$ cat config.mk
export PLATFORM = sky130hd
export DESIGN_NAME = packet_parser_fletcher_check_flat
export DESIGN_NICKNAME = d
export VERILOG_FILES = /design/src/rtl/core/ppfc_pkg.sv /design/src/rtl/core/ppfc_if.sv /design/src/rtl/core/packet_parser_fletcher_check.sv /design/src/rtl/core/ppfc_front.sv /design/src/rtl/core/ppfc_fifo.sv /design/src/rtl/core/ppfc_back.sv /design/src/flat_wrapper.sv
export SDC_FILE = /design/constraint.sdc
export NUM_CORES = 1
export LEC_CHECK = 0
export BUFFER_PORTS_ARGS = -buffer_cell sky130_fd_sc_hd__buf_2
export CAP_MARGIN = 20
export CORE_ASPECT_RATIO = 0.8
export CORE_MARGIN = 3
export CORE_UTILIZATION = 40
export DETAILED_ROUTE_END_ITERATION = 16
export PLACE_DENSITY = 0.65
export SLEW_MARGIN = 0
export SYNTH_ARGS = -nofsm -noshare
export SYNTH_HDL_FRONTEND = slang
export SYNTH_HIERARCHICAL = 1
export SYNTH_SLANG_ARGS = --single-unit
$ cat constraint.sdc
create_clock -name clk -period 8.6 [get_ports clk]
set_input_delay 0.86 -clock clk [delete_from_list [all_inputs] [get_ports clk]]
set_output_delay 0.86 -clock clk [all_outputs]
set_load 0.005 [all_outputs]
$ cat src/rtl/core/ppfc_pkg.sv
// ----------------------------------------------------------------------------
// ppfc_pkg
// Shared types and constants for the packet parser with Fletcher check.
// ----------------------------------------------------------------------------
package ppfc_pkg;

  localparam int MAX_PAYLOAD_DEF = 1024;
  localparam int QUEUE_DEPTH     = 4;
  localparam int CFG_W           = 11;
  localparam logic [CFG_W-1:0] CFG_LEN_RESET = 11'd1024;

  localparam logic KIND_PAYLOAD = 1'b0;
  localparam logic KIND_SUMMARY = 1'b1;

  typedef enum logic [1:0] {
    ST_OK       = 2'd0,
    ST_SHORT    = 2'd1,
    ST_MISMATCH = 2'd2,
    ST_LONG     = 2'd3
  } status_t;

  typedef struct packed {
    logic        has_pl;
    logic [7:0]  pl_byte;
    logic [9:0]  pl_index;
    logic        has_sum;
    logic [7:0]  pkt_type;
    logic [7:0]  pkt_flags;
    logic [63:0] timestamp;
    logic [15:0] pl_length;
    status_t     status;
  } ppfc_entry_t;

endpackage

$ cat src/rtl/core/ppfc_if.sv
// ----------------------------------------------------------------------------
// ppfc interfaces
// Valid/ready channels for input bytes, result items and configuration.
// ----------------------------------------------------------------------------
interface ppfc_in_if;
  logic       valid;
  logic       ready;
  logic [7:0] data_byte;
  logic       end_of_block;

  modport source (output valid, output data_byte, output end_of_block, input ready);
  modport sink   (input valid, input data_byte, input end_of_block, output ready);
endinterface

interface ppfc_out_if;
  logic        valid;
  logic        ready;
  logic        kind;
  logic [7:0]  payload_byte;
  logic [9:0]  payload_index;
  logic [7:0]  packet_type;
  logic [7:0]  packet_flags;
  logic [63:0] timestamp;
  logic [15:0] payload_length;
  logic [1:0]  status;
  logic        last;

  modport source (output valid, output kind, output payload_byte, output payload_index,
                  output packet_type, output packet_flags, output timestamp,
                  output payload_length, output status, output last, input ready);
  modport sink   (input valid, input kind, input payload_byte, input payload_index,
                  input packet_type, input packet_flags, input timestamp,
                  input payload_length, input status, input last, output ready);
endinterface

interface ppfc_cfg_if;
  logic        valid;
  logic        ready;
  logic [10:0] max_payload_length;

  modport source (output valid, output max_payload_length, input ready);
  modport sink   (input valid, input max_payload_length, output ready);
endinterface

$ cat src/rtl/core/packet_parser_fletcher_check.sv
// ----------------------------------------------------------------------------
// packet_parser_fletcher_check
// Streaming packet parser with Fletcher-style check word verification (sums modulo 256).
// ----------------------------------------------------------------------------
// in_chan carries one byte of a deframed block per transaction; end_of_block
// marks its final byte. Each payload byte yields a kind 0 transaction on
// out_chan; the final byte also yields a kind 1 summary with type, flags,
// timestamp, length and status (ok, too short, check mismatch, too long).
// cfg_chan writes max_payload_length; it is always ready. The user must write
// it only while the block is idle; the block itself does not enforce this.
// An accepted input transaction reaches out_chan through the queue write and
// then the output register. Throughput: one byte per cycle while the queue
// is not full; the output register issues one transaction per cycle while
// out_chan is ready, so a byte that gives both a payload and a summary takes
// two output transactions, absorbed by a four-entry queue between parser and
// output stage.
// When out_chan stalls, the queue fills and in_chan ready drops once full.
// Reset clears the parser to expect a type byte, empties the queue and sets
// max_payload_length to 1024.
// ----------------------------------------------------------------------------
module packet_parser_fletcher_check #(
  parameter int MAX_PAYLOAD = ppfc_pkg::MAX_PAYLOAD_DEF
) (
  input  logic        clk,
  input  logic        rst_n,
  ppfc_in_if.sink     in_chan,
  ppfc_out_if.source  out_chan,
  ppfc_cfg_if.sink    cfg_chan
);
  import ppfc_pkg::*;

  logic [CFG_W-1:0] max_len_r;
  ppfc_entry_t      wr_entry, rd_entry;
  logic             push, pop, full, empty;

  assign cfg_chan.ready = 1'b1;

  always_ff @(posedge clk) begin
    if (!rst_n) begin
      max_len_r <= CFG_LEN_RESET;
    end else if (cfg_chan.valid) begin
      max_len_r <= cfg_chan.max_payload_length;
    end
  end

  ppfc_front #(.MAX_PAYLOAD(MAX_PAYLOAD)) u_front (
    .clk     (clk),
    .rst_n   (rst_n),
    .max_len (max_len_r),
    .in_s    (in_chan),
    .q_full  (full),
    .q_push  (push),
    .q_entry (wr_entry)
  );

  ppfc_fifo u_fifo (
    .clk      (clk),
    .rst_n    (rst_n),
    .push     (push),
    .wr_entry (wr_entry),
    .full     (full),
    .pop      (pop),
    .rd_entry (rd_entry),
    .empty    (empty)
  );

  ppfc_back u_back (
    .clk     (clk),
    .rst_n   (rst_n),
    .head    (rd_entry),
    .q_empty (empty),
    .q_pop   (pop),
    .out_s   (out_chan)
  );

endmodule

$ cat src/rtl/core/ppfc_front.sv
// ----------------------------------------------------------------------------
// ppfc_front
// Byte parser: field phases, Fletcher sums, queue entries for payload and final bytes.
// ----------------------------------------------------------------------------
module ppfc_front #(
  parameter int MAX_PAYLOAD = ppfc_pkg::MAX_PAYLOAD_DEF
) (
  input  logic                 clk,
  input  logic                 rst_n,
  input  logic [10:0]          max_len,
  ppfc_in_if.sink              in_s,
  input  logic                 q_full,
  output logic                 q_push,
  output ppfc_pkg::ppfc_entry_t q_entry
);
  import ppfc_pkg::*;

  localparam int DW = $clog2(MAX_PAYLOAD + 1);

  typedef enum logic [2:0] {
    PH_TYPE, PH_FLAGS, PH_TS, PH_LEN, PH_DATA, PH_CHECK, PH_DONE
  } phase_t;

  phase_t          phase_r, phase_nxt;
  logic [3:0]      ts_cnt_r, ts_cnt_nxt;
  logic            sel_r, sel_nxt;
  logic [DW-1:0]   data_cnt_r, data_cnt_nxt;
  logic [7:0]      s0_r, s0_nxt, s1_r, s1_nxt;
  logic [7:0]      type_r, type_nxt, flags_r, flags_nxt;
  logic [63:0]     ts_r, ts_nxt;
  logic [15:0]     len_r, len_nxt, rcv_r, rcv_nxt, chk_r, chk_nxt;
  logic            exc_r, exc_nxt;

  logic            take, emit_pl;
  logic [7:0]      b, s0_upd, s1_upd;
  logic [15:0]     chk_calc, lim, len_full;
  logic [4:0]      ts_inc;
  logic [DW:0]     data_inc;
  status_t         st;

  assign b          = in_s.data_byte;
  assign in_s.ready = !q_full;
  assign take       = in_s.valid && !q_full;
  assign s0_upd     = s0_r + b;
  assign s1_upd     = s1_r + s0_upd;
  assign chk_calc   = {s0_upd - s1_upd, s1_upd - {s0_upd[6:0], 1'b0}};
  assign lim        = (16'(max_len) > 16'(MAX_PAYLOAD)) ? 16'(MAX_PAYLOAD) : 16'(max_len);
  assign len_full   = {len_r[15:8], b};
  assign ts_inc     = {1'b0, ts_cnt_r} + 5'd1;
  assign data_inc   = {1'b0, data_cnt_r} + (DW+1)'(1);

  always_comb begin
    phase_nxt    = phase_r;
    ts_cnt_nxt   = ts_cnt_r;
    sel_nxt      = sel_r;
    data_cnt_nxt = data_cnt_r;
    s0_nxt       = s0_r;
    s1_nxt       = s1_r;
    type_nxt     = type_r;
    flags_nxt    = flags_r;
    ts_nxt       = ts_r;
    len_nxt      = len_r;
    rcv_nxt      = rcv_r;
    chk_nxt      = chk_r;
    exc_nxt      = exc_r;
    emit_pl      = 1'b0;

    if (phase_r != PH_CHECK && phase_r != PH_DONE) begin
      s0_nxt = s0_upd;
      s1_nxt = s1_upd;
    end

    unique case (phase_r)
      PH_TYPE: begin
        type_nxt  = b;
        phase_nxt = PH_FLAGS;
      end
      PH_FLAGS: begin
        flags_nxt  = b;
        ts_cnt_nxt = '0;
        phase_nxt  = (b[3:0] != 4'd0) ? PH_TS : PH_LEN;
      end
      PH_TS: begin
        if (!ts_cnt_r[3]) ts_nxt[{ts_cnt_r[2:0], 3'b000} +: 8] = b;
        if (ts_inc >= {1'b0, flags_r[3:0]}) begin
          ts_cnt_nxt = '0;
          phase_nxt  = PH_LEN;
        end else begin
          ts_cnt_nxt = ts_inc[3:0];
        end
      end
      PH_LEN: begin
        if (!sel_r) begin
          len_nxt = {b, 8'h00};
          sel_nxt = 1'b1;
        end else begin
          len_nxt      = len_full;
          sel_nxt      = 1'b0;
          data_cnt_nxt = '0;
          if (len_full > lim) begin
            exc_nxt   = 1'b1;
            phase_nxt = PH_DONE;
          end else if (len_full == 16'd0) begin
            chk_nxt   = chk_calc;
            phase_nxt = PH_CHECK;
          end else begin
            phase_nxt = PH_DATA;
          end
        end
      end
      PH_DATA: begin
        emit_pl = 1'b1;
        if (data_inc >= (DW+1)'(len_r)) begin
          chk_nxt      = chk_calc;
          phase_nxt    = PH_CHECK;
          data_cnt_nxt = '0;
        end else begin
          data_cnt_nxt = data_inc[DW-1:0];
        end
      end
      PH_CHECK: begin
        if (!sel_r) begin
          rcv_nxt = {b, 8'h00};
          sel_nxt = 1'b1;
        end else begin
          rcv_nxt   = {rcv_r[15:8], b};
          sel_nxt   = 1'b0;
          phase_nxt = PH_DONE;
        end
      end
      PH_DONE: ;
      default: ;
    endcase

    priority if (exc_nxt)               st = ST_LONG;
    else if (phase_nxt != PH_DONE)      st = ST_SHORT;
    else if (rcv_nxt == chk_nxt)        st = ST_OK;
    else                                st = ST_MISMATCH;
  end

  always_comb begin
    q_entry.has_pl    = emit_pl;
    q_entry.pl_byte   = b;
    q_entry.pl_index  = 10'(data_cnt_r);
    q_entry.has_sum   = in_s.end_of_block;
    q_entry.pkt_type  = type_nxt;
    q_entry.pkt_flags = flags_nxt;
    q_entry.timestamp = ts_nxt;
    q_entry.pl_length = len_nxt;
    q_entry.status    = st;
  end

  assign q_push = take && (emit_pl || in_s.end_of_block);

  always_ff @(posedge clk) begin
    if (!rst_n || (take && in_s.end_of_block)) begin
      phase_r    <= PH_TYPE;
      ts_cnt_r   <= '0;
      sel_r      <= 1'b0;
      data_cnt_r <= '0;
      s0_r       <= '0;
      s1_r       <= '0;
      type_r     <= '0;
      flags_r    <= '0;
      ts_r       <= '0;
      len_r      <= '0;
      rcv_r      <= '0;
      chk_r      <= '0;
      exc_r      <= 1'b0;
    end else if (take) begin
      phase_r    <= phase_nxt;
      ts_cnt_r   <= ts_cnt_nxt;
      sel_r      <= sel_nxt;
      data_cnt_r <= data_cnt_nxt;
      s0_r       <= s0_nxt;
      s1_r       <= s1_nxt;
      type_r     <= type_nxt;
      flags_r    <= flags_nxt;
      ts_r       <= ts_nxt;
      len_r      <= len_nxt;
      rcv_r      <= rcv_nxt;
      chk_r      <= chk_nxt;
      exc_r      <= exc_nxt;
    end
  end

endmodule

$ cat src/rtl/core/ppfc_fifo.sv
// ----------------------------------------------------------------------------
// ppfc_fifo
// Short entry queue between parser and output stage.
// ----------------------------------------------------------------------------
module ppfc_fifo (
  input  logic                  clk,
  input  logic                  rst_n,
  input  logic                  push,
  input  ppfc_pkg::ppfc_entry_t wr_entry,
  output logic                  full,
  input  logic                  pop,
  output ppfc_pkg::ppfc_entry_t rd_entry,
  output logic                  empty
);
  import ppfc_pkg::*;

  localparam int AW = $clog2(QUEUE_DEPTH);

  ppfc_entry_t mem [QUEUE_DEPTH];
  logic [AW-1:0] wp_r, rp_r;
  logic [AW:0]   cnt_r;

  assign full     = (cnt_r == (AW+1)'(QUEUE_DEPTH));
  assign empty    = (cnt_r == '0);
  assign rd_entry = mem[rp_r];

  always_ff @(posedge clk) begin
    if (push) mem[wp_r] <= wr_entry;
  end

  always_ff @(posedge clk) begin
    if (!rst_n) begin
      wp_r  <= '0;
      rp_r  <= '0;
      cnt_r <= '0;
    end else begin
      if (push) wp_r <= (wp_r == AW'(QUEUE_DEPTH - 1)) ? '0 : wp_r + AW'(1);
      if (pop)  rp_r <= (rp_r == AW'(QUEUE_DEPTH - 1)) ? '0 : rp_r + AW'(1);
      unique case ({push, pop})
        2'b10:   cnt_r <= cnt_r + (AW+1)'(1);
        2'b01:   cnt_r <= cnt_r - (AW+1)'(1);
        default: cnt_r <= cnt_r;
      endcase
    end
  end

  a_no_push_full: assert property (@(posedge clk) disable iff (!rst_n) push |-> !full)
    else $error("queue push while full");
  a_no_pop_empty: assert property (@(posedge clk) disable iff (!rst_n) pop |-> !empty)
    else $error("queue pop while empty");
  a_cnt_range: assert property (@(posedge clk) disable iff (!rst_n)
    cnt_r <= (AW+1)'(QUEUE_DEPTH))
    else $error("queue count out of range");

endmodule

$ cat src/rtl/core/ppfc_back.sv
// ----------------------------------------------------------------------------
// ppfc_back
// Output stage: splits queue entries into payload and summary transactions.
// ----------------------------------------------------------------------------
module ppfc_back (
  input  logic                  clk,
  input  logic                  rst_n,
  input  ppfc_pkg::ppfc_entry_t head,
  input  logic                  q_empty,
  output logic                  q_pop,
  ppfc_out_if.source            out_s
);
  import ppfc_pkg::*;

  logic        valid_r, pl_done_r;
  logic        kind_r, last_r;
  logic [7:0]  byte_r, type_r, flags_r;
  logic [9:0]  index_r;
  logic [63:0] ts_r;
  logic [15:0] len_r;
  logic [1:0]  status_r;
  logic        load, pl_first;

  assign load     = !q_empty && (!valid_r || out_s.ready);
  assign pl_first = head.has_pl && !pl_done_r;
  assign q_pop    = load && !(pl_first && head.has_sum);

  always_ff @(posedge clk) begin
    if (!rst_n) begin
      valid_r   <= 1'b0;
      pl_done_r <= 1'b0;
    end else begin
      if (load)             valid_r <= 1'b1;
      else if (out_s.ready) valid_r <= 1'b0;
      if (load)             pl_done_r <= pl_first && head.has_sum;
    end
  end

  always_ff @(posedge clk) begin
    if (load) begin
      if (pl_first) begin
        kind_r   <= KIND_PAYLOAD;
        byte_r   <= head.pl_byte;
        index_r  <= head.pl_index;
        type_r   <= '0;
        flags_r  <= '0;
        ts_r     <= '0;
        len_r    <= '0;
        status_r <= ST_OK;
        last_r   <= 1'b0;
      end else begin
        kind_r   <= KIND_SUMMARY;
        byte_r   <= '0;
        index_r  <= '0;
        type_r   <= head.pkt_type;
        flags_r  <= head.pkt_flags;
        ts_r     <= head.timestamp;
        len_r    <= head.pl_length;
        status_r <= head.status;
        last_r   <= 1'b1;
      end
    end
  end

  assign out_s.valid          = valid_r;
  assign out_s.kind           = kind_r;
  assign out_s.payload_byte   = byte_r;
  assign out_s.payload_index  = index_r;
  assign out_s.packet_type    = type_r;
  assign out_s.packet_flags   = flags_r;
  assign out_s.timestamp      = ts_r;
  assign out_s.payload_length = len_r;
  assign out_s.status         = status_r;
  assign out_s.last           = last_r;

  a_split_pending: assert property (@(posedge clk) disable iff (!rst_n)
    pl_done_r |-> !q_empty)
    else $error("summary pending without queue entry");
  a_kind_last: assert property (@(posedge clk) disable iff (!rst_n)
    valid_r |-> ((kind_r == KIND_SUMMARY) == last_r))
    else $error("kind and last disagree");

endmodule
$ cat src/flat_wrapper.sv
// flat-port wrapper written by rule: the top's interface ports become plain ports
module packet_parser_fletcher_check_flat import ppfc_pkg::*;
#(
  parameter int MAX_PAYLOAD = ppfc_pkg::MAX_PAYLOAD_DEF
)
  (clk, rst_n, in_chan_valid, in_chan_data_byte, in_chan_end_of_block, in_chan_ready, out_chan_valid, out_chan_kind, out_chan_payload_byte, out_chan_payload_index, out_chan_packet_type, out_chan_packet_flags, out_chan_timestamp, out_chan_payload_length, out_chan_status, out_chan_last, out_chan_ready, cfg_chan_valid, cfg_chan_max_payload_length, cfg_chan_ready);
  ppfc_in_if in_chan_i ();
  ppfc_out_if out_chan_i ();
  ppfc_cfg_if cfg_chan_i ();
  input  logic clk;
  input  logic rst_n;
  input wire logic [$bits(in_chan_i.valid)-1:0] in_chan_valid;
  input wire logic [$bits(in_chan_i.data_byte)-1:0] in_chan_data_byte;
  input wire logic [$bits(in_chan_i.end_of_block)-1:0] in_chan_end_of_block;
  output wire logic [$bits(in_chan_i.ready)-1:0] in_chan_ready;
  output wire logic [$bits(out_chan_i.valid)-1:0] out_chan_valid;
  output wire logic [$bits(out_chan_i.kind)-1:0] out_chan_kind;
  output wire logic [$bits(out_chan_i.payload_byte)-1:0] out_chan_payload_byte;
  output wire logic [$bits(out_chan_i.payload_index)-1:0] out_chan_payload_index;
  output wire logic [$bits(out_chan_i.packet_type)-1:0] out_chan_packet_type;
  output wire logic [$bits(out_chan_i.packet_flags)-1:0] out_chan_packet_flags;
  output wire logic [$bits(out_chan_i.timestamp)-1:0] out_chan_timestamp;
  output wire logic [$bits(out_chan_i.payload_length)-1:0] out_chan_payload_length;
  output wire logic [$bits(out_chan_i.status)-1:0] out_chan_status;
  output wire logic [$bits(out_chan_i.last)-1:0] out_chan_last;
  input wire logic [$bits(out_chan_i.ready)-1:0] out_chan_ready;
  input wire logic [$bits(cfg_chan_i.valid)-1:0] cfg_chan_valid;
  input wire logic [$bits(cfg_chan_i.max_payload_length)-1:0] cfg_chan_max_payload_length;
  output wire logic [$bits(cfg_chan_i.ready)-1:0] cfg_chan_ready;
  assign in_chan_i.valid = in_chan_valid;
  assign in_chan_i.data_byte = in_chan_data_byte;
  assign in_chan_i.end_of_block = in_chan_end_of_block;
  assign in_chan_ready = in_chan_i.ready;
  assign out_chan_valid = out_chan_i.valid;
  assign out_chan_kind = out_chan_i.kind;
  assign out_chan_payload_byte = out_chan_i.payload_byte;
  assign out_chan_payload_index = out_chan_i.payload_index;
  assign out_chan_packet_type = out_chan_i.packet_type;
  assign out_chan_packet_flags = out_chan_i.packet_flags;
  assign out_chan_timestamp = out_chan_i.timestamp;
  assign out_chan_payload_length = out_chan_i.payload_length;
  assign out_chan_status = out_chan_i.status;
  assign out_chan_last = out_chan_i.last;
  assign out_chan_i.ready = out_chan_ready;
  assign cfg_chan_i.valid = cfg_chan_valid;
  assign cfg_chan_i.max_payload_length = cfg_chan_max_payload_length;
  assign cfg_chan_ready = cfg_chan_i.ready;
  packet_parser_fletcher_check #(.MAX_PAYLOAD(MAX_PAYLOAD)) u_core (.clk(clk), .rst_n(rst_n), .in_chan(in_chan_i), .out_chan(out_chan_i), .cfg_chan(cfg_chan_i));
endmodule
Yosys cells after proc, flatten, opt, wreduce, memory -nomap -nowiden. Memory sizes are Yosys's and may differ from the RTL's. A register that Yosys moved wholly into a read port is not among the register bits. Cells that the tools add are included.

Magnitude comparators: 4. Muxes and demuxes: 46. Add/sub/neg operators: 11. Reduce and logical (&&, ||, !) cells: 30. Shift operators: 2. Equality and inequality tests: 15.

Operators with widths (count): 16-bit two-way mux (8); 64-bit two-way mux (2); 64-bit bitwise mux (1); 8-bit by 8-bit variable shift with 64-bit output (first input constant) (1); 8-bit by 8-bit indexed part select with 64-bit output (1); 11-bit two-way mux (3); 16-bit one-hot mux with 2 select lines (1); 11-bit one-hot mux with 2 select lines (1); 3-bit one-hot mux with 6 select lines (1); 8-bit adder (2); 16-bit equality test (1); 16-bit by 11-bit > comparator with 1-bit output (1); 16-bit logical NOT (1); 2-bit two-way mux (8); 8-bit two-way mux (2); 8-bit subtractor (2); 11-bit by 1-bit adder with 12-bit output (second input constant) (1); 12-bit greater-or-equal comparator (1); 1-bit two-way mux (12); 3-bit two-way mux (4); 11-bit > comparator (second input constant) (1); 3-bit equality test (second input constant) (3); 3-bit inequality test (second input constant) (3); 1-bit logical AND (8); other kinds (22) (39).

Memories: 1. Output and inout bits: 121. Bits of input ports: 25. Word-level logic and storage cells: 136. Register bits: 301. Bits in writable memories: 472.

Memory list: u_core.u_fifo.mem (words 4, width 118, rd ports 1, clocked after Yosys merged registers in 1, write ports 1, line ppfc_fifo.sv:19) `ppfc_entry_t mem [QUEUE_DEPTH];`.

Logic depth before layout (Yosys ltp).
Depth after elaboration: 11. Mapped depth: 19. Depth with buffers taken out: 19.

By module. The synthesis kept the hierarchy.

Modules (own cells, without submodules): ppfc_fifo (cells an instance 663, instances 1, area each 17443.0 µm², seq. area each 14353.8 µm²); ppfc_front (cells an instance 1270, instances 1, area each 9903.2 µm², seq. area each 3283.1 µm²); ppfc_back (cells an instance 257, instances 1, area each 4413.0 µm², seq. area each 3553.4 µm²); packet_parser_fletcher_check (cells an instance 37, instances 1, area each 422.9 µm², seq. area each 220.2 µm²).

Worst setup path after synthesis. OpenSTA, ideal clock, no wires.

Path kind: input port to flip-flop. Start point: input port out_chan_ready. End point: register u_core.u_fifo.cnt_r[2]. Arrival: 8061 ps. Path buffers: 0. Stages on the path: 9. Library setup time: 76 ps. Required time: 8524 ps. Slack: 464 ps. Path through: nand2b_1 -> nor2b_1 -> a21boi_0 -> ha_1 -> inv_1 -> fa_1 -> xor2_1 -> or3_1 -> a21boi_0.

Cells in the longest elaborated chain, start to end: 5. Elaborated cells between the ends (all ways): 7. Classes of those cells: 2 x eq/ne; 1 x mux; 4 x reduce/logical.

RTL lines: start, declared (line flat_wrapper.sv:26) `input wire logic [$bits(out_chan_i.ready)-1:0] out_chan_ready;`; 1-bit logical OR (*) (line ppfc_back.sv:24) `assign load = !q_empty && (!valid_r || out_s.ready);`; 1-bit logical AND (*) (line ppfc_back.sv:24); via u_core.u_back.load (line ppfc_back.sv:22) `logic load, pl_first;`; 1-bit logical AND (*) (line ppfc_back.sv:26) `assign q_pop = load && !(pl_first && head.has_sum);`; via u_core.pop (line packet_parser_fletcher_check.sv:34) `logic push, pop, full, empty;`; 2-bit by 1-bit equality test with 1-bit output / 2-bit equality test (equally long branches) (line ppfc_fifo.sv:39) `unique case ({push, pop})`; 3-bit one-hot mux with 2 select lines / 2-bit nonzero test (equally long branches); end signal, assigned (line ppfc_fifo.sv:40) `2'b10: cnt_r <= cnt_r + (AW+1)'(1);`; end signal, assigned (line ppfc_fifo.sv:41) `2'b01: cnt_r <= cnt_r - (AW+1)'(1);`; end signal, assigned (line ppfc_fifo.sv:42) `default: cnt_r <= cnt_r;`; end, declared (line ppfc_fifo.sv:21) `logic [AW:0] cnt_r;`.

The timed path passes the listed nets; every way through them passes the cells marked *. A chain may end at the register's enable or synchronous reset.

==> summary.md <==
| Metric | Value |
|---|---|
| IO Pins | `146` |
| Final core occ | `46.1%` |
| CP Capture Type | `flip-flop` |
| Crit-path max FO | `17` |
| Layer with the highest usage | `met2` |
| Least-Margin Pin Slew | `1.08 ns` |
| RSZ-0062 raised after global routing | `no` |
| Max Cap Viol | `0` |
| Largest net degree at the start of global routing | `94` |
| Die ar. | `83900 um2` |
| Nets | `2432` |
| Final std cells w/o fill | `3443` |
| Leak Pwr | `12.7 nW` |
| Total power | `0.0111 W` |
| DRT iter0 DRCs | `1520` |
| Routed WL | `71200 um` |
| Area grow syn2layout | `13.4%` |
| First-pass GRT wire length | `110000 um` |
| PostCTS Resize Cnt | `0` |
| Final min period | `5.29 ns` |
| Syn_area_per_cell | `14.5 um2` |
| Power density cells | `304 nW/um2` |
| Routed length per instance | `20.7 um` |
| Diodes inserted | `0` |
| Fill cell count | `6853` |
| DRC | `0` |
| CTS tree | `done` |
| Yosys Warn Count | `6` |
| Setup TNS | `0 ns` |
| Setup Skew | `0.0180 ns` |
| GP Congestion | `0.814` |
| Vias in the first global route | `18.6k` |
| H-Tree Depth | `3` |
| Global routing met1 resource utilization | `24.3%` |
| Met2 Usage GRT | `27.4%` |
| Root buffer cell | `clkbuf_16` |
| Number of flops mapped to enable cells by yosys | `589` |
| Worst Path Arrival | `5.64 ns` |
| Clk sinks | `775` |
| Critical Path RT | `8.95 ns` |
| Slew headroom | `27.9%` |
| Seq/Total Area, Yosys | `66.5%` |
| Antenna-violating nets left | `0` |
| Hold Crit Class | `in -> reg` |
| Drt pass-1 iters | `7` |
| Worst skew pair latency | `0.64 ns` |
| Critical path class | `in -> reg` |
| Max Clock Freq | `189 MHz` |
| Gr usage total | `17.1%` |
| PortBufs | `144` |
| Cells after synthesis | `2227` |
| Post-DP Area | `33700 um2` |
| Setup Viol. Count Final | `0` |
| Row count | `92` |
| Post-CTS Setup Bufs | `0` |
| VDD IR-drop max | `0.174 mV` |
| Post-Layout Inst Area | `36500 um2` |
| Status | `complete, no violations` |
| CTS buffer count | `81` |
| Crit path launch type | `input pin` |
| Reg clk slew, reported paths | `0.06 ns` |
| GR Util met3 | `2.77%` |
| Initial Util | `40.6%` |
| Grt total ovfl | `0` |
| Core area | `79200 um2` |
| Initial antenna violation count | `4` |
| Period utilization | `61.5%` |
| Asr flop ratio synth | `0%` |
| Final count of hold timing violations | `0` |
| Chip Height | `260 um` |
| Pins Over Slew Limit | `0` |
| DP Wirelength | `43200 um` |
| Routed vias | `18.3k` |
| Post-CTS Hold Fix Bufs | `0` |
| Post-Place Cells | `3291` |
| Via density | `5.32` |
| Die X | `323 um` |
| Clock buffer depth | `3` |
| Cell area after synthesis | `32200 um2` |
| Register bit total from synthesis | `775` |
| Netlist cell types | `69` |
| Layout cells sized above 1 | `21.8%` |
| Synthesized net count | `2319` |
| Ys flop type | `edfxtp_1` |
-- worst paths after layout --
| path | slack, ns | to | start | cells after the start |
|---|---|---|---|---|
| setup / recovery | 3.31 | u_core/u_fifo/mem[2][1]$_DFFE_PP_ | in_chan_data_byte[0] | 20 |
| hold / removal | 0.45 | u_core/max_len_r[10]$_SDFFE_PN1P_ | cfg_chan_max_payload_length[10] | 3 |
| setup reg to reg | 3.64 | u_core/u_fifo/mem[2][1]$_DFFE_PP_ | u_core/u_front/s0_r[0]$_SDFFE_PP0P_ | 19 |
| hold reg to reg | 0.46 | u_core/u_front/type_r[7]$_SDFFE_PP0P_ | u_core/u_front/type_r[7]$_SDFFE_PP0P_ | 2 |
-- synthesized netlist by cell type (all sizes together) (57+ instances only) --
cell type	number	area (um2)
a21oi	100	500
mux2	80	901
nor2	224	848
dfxtp	186	3720
ha	63	788
clkbuf	77	290
mux4	118	2660
nor3	82	410
nand2	173	649
edfxtp	589	17700
buf	57	375
and2	126	788
-- flip-flops by register name (all words and copies together), names as in the netlist, 2 cells and up, named ones only --
register,cells
u_core/max_len_r,11
u_core/u_back/out_s.packet_flags,8
u_core/u_back/out_s.packet_type,8
u_core/u_back/out_s.payload_byte,8
u_core/u_back/out_s.payload_index,10
u_core/u_back/out_s.payload_length,16
u_core/u_back/out_s.status,2
u_core/u_back/out_s.timestamp,64
u_core/u_fifo/cnt_r,3
u_core/u_fifo/mem,472
u_core/u_fifo/rp_r,2
u_core/u_fifo/wp_r,2
u_core/u_front/chk_r,16
u_core/u_front/data_cnt_r,11
u_core/u_front/flags_r,8
u_core/u_front/len_r,16
u_core/u_front/phase_r,3
u_core/u_front/rcv_r,16
u_core/u_front/s0_r,8
u_core/u_front/s1_r,8
u_core/u_front/ts_cnt_r,4
u_core/u_front/ts_r,64
u_core/u_front/type_r,8
-- worst max-delay path, cell delays in order --
cell and delay (ns):
buf_2 0.29, ha_1 0.34, fa_1 0.43, xnor2_1 0.36, inv_1 0.12, ha_1 0.34, a21o_1 0.19, a21oi_1 0.17
xnor2_1 0.23, inv_1 0.08, ha_1 0.31, o21a_1 0.12, o31a_1 0.14, nor2_1 0.07, maj3_1 0.39, maj3_1 0.38
xnor2_1 0.30, o32ai_1 0.12, nor4_1 0.23, o21ai_1 0.15
-- power by group --
part,switching (W),internal (W)
Combinational,0.00153,0.00110
Sequential,0.000188,0.00476
Clock,0.00150,0.00201
Total,0.00322,0.00788
-- layout make-up --
type	count	area [um2]	share of cell area [%]
Clock buffer	109	2350	6.44
Clock inverter	43	397	1.09
Inverter	48	180	0.494
Multi-Input combinational cell	1270	9970	27.3
Sequential cell	775	21400	58.7
Tap cell	1034	1290	3.55
Timing Repair Buffer	164	883	2.42
-- placed cells by master (no fill, tap or decap), types with 5 or more instances in the layout --
cell         n
a211oi_1    19
a21o_1      11
a21oi_1    100
a22oi_1      7
and2_1     122
and3_1      11
buf_2      144
buf_4       19
clkbuf_1    13
clkbuf_16   87
clkbuf_8     9
clkinv_2    21
dfxtp_1    184
edfxtp_1   589
ha_1        63
inv_1       46
mux2_2      80
mux2i_1     30
mux4_2     118
nand2_1    171
nand2b_1     6
nand3_1      9
nand3b_1    11
nand4_1      5
nor2_1     223
nor2b_1     25
nor3_1      81
o21a_1       6
o21ai_0     46
xnor2_1     37
xor2_1      20
-- layer usage --
layer  routed length, um  up-vias
met5                  13        -
met4                1590        2
met3                4060      110
met2               33300      565
met1               32300     9246
li1                    -     8397
-- logic make-up (layout without fill, tap and decap cells) --
kind of cell | count (synthesis) | after routing | share of synthesized area [%]
and+or+nand+nor | 699 | 699 | 10.4
muxes | 228 | 228 | 12.0
adders and majority gates | 69 | 69 | 2.76
DFF | 775 | 775 | 66.5
xor gates and xnor gates | 58 | 58 | 1.62
other | 1 | 1 | 0.0117
buffers and inverters | 182 | 364 | 2.63
AOI/OAI and AO/OA | 215 | 215 | 4.01
-- stage by stage --
step / setup WS, ns / hold slack (ns)
2_1_floorplan: 0.464 / 0.434
5_1_grt: 2.95 / 0.448
3_5_place_dp: 2.68 / 0.446
6_report: 3.31 / 0.455
3_3_place_gp: 2.72 / 0.439
4_1_cts: 3.36 / 0.427
No activity file was read; power rests on OpenSTA's default activity.
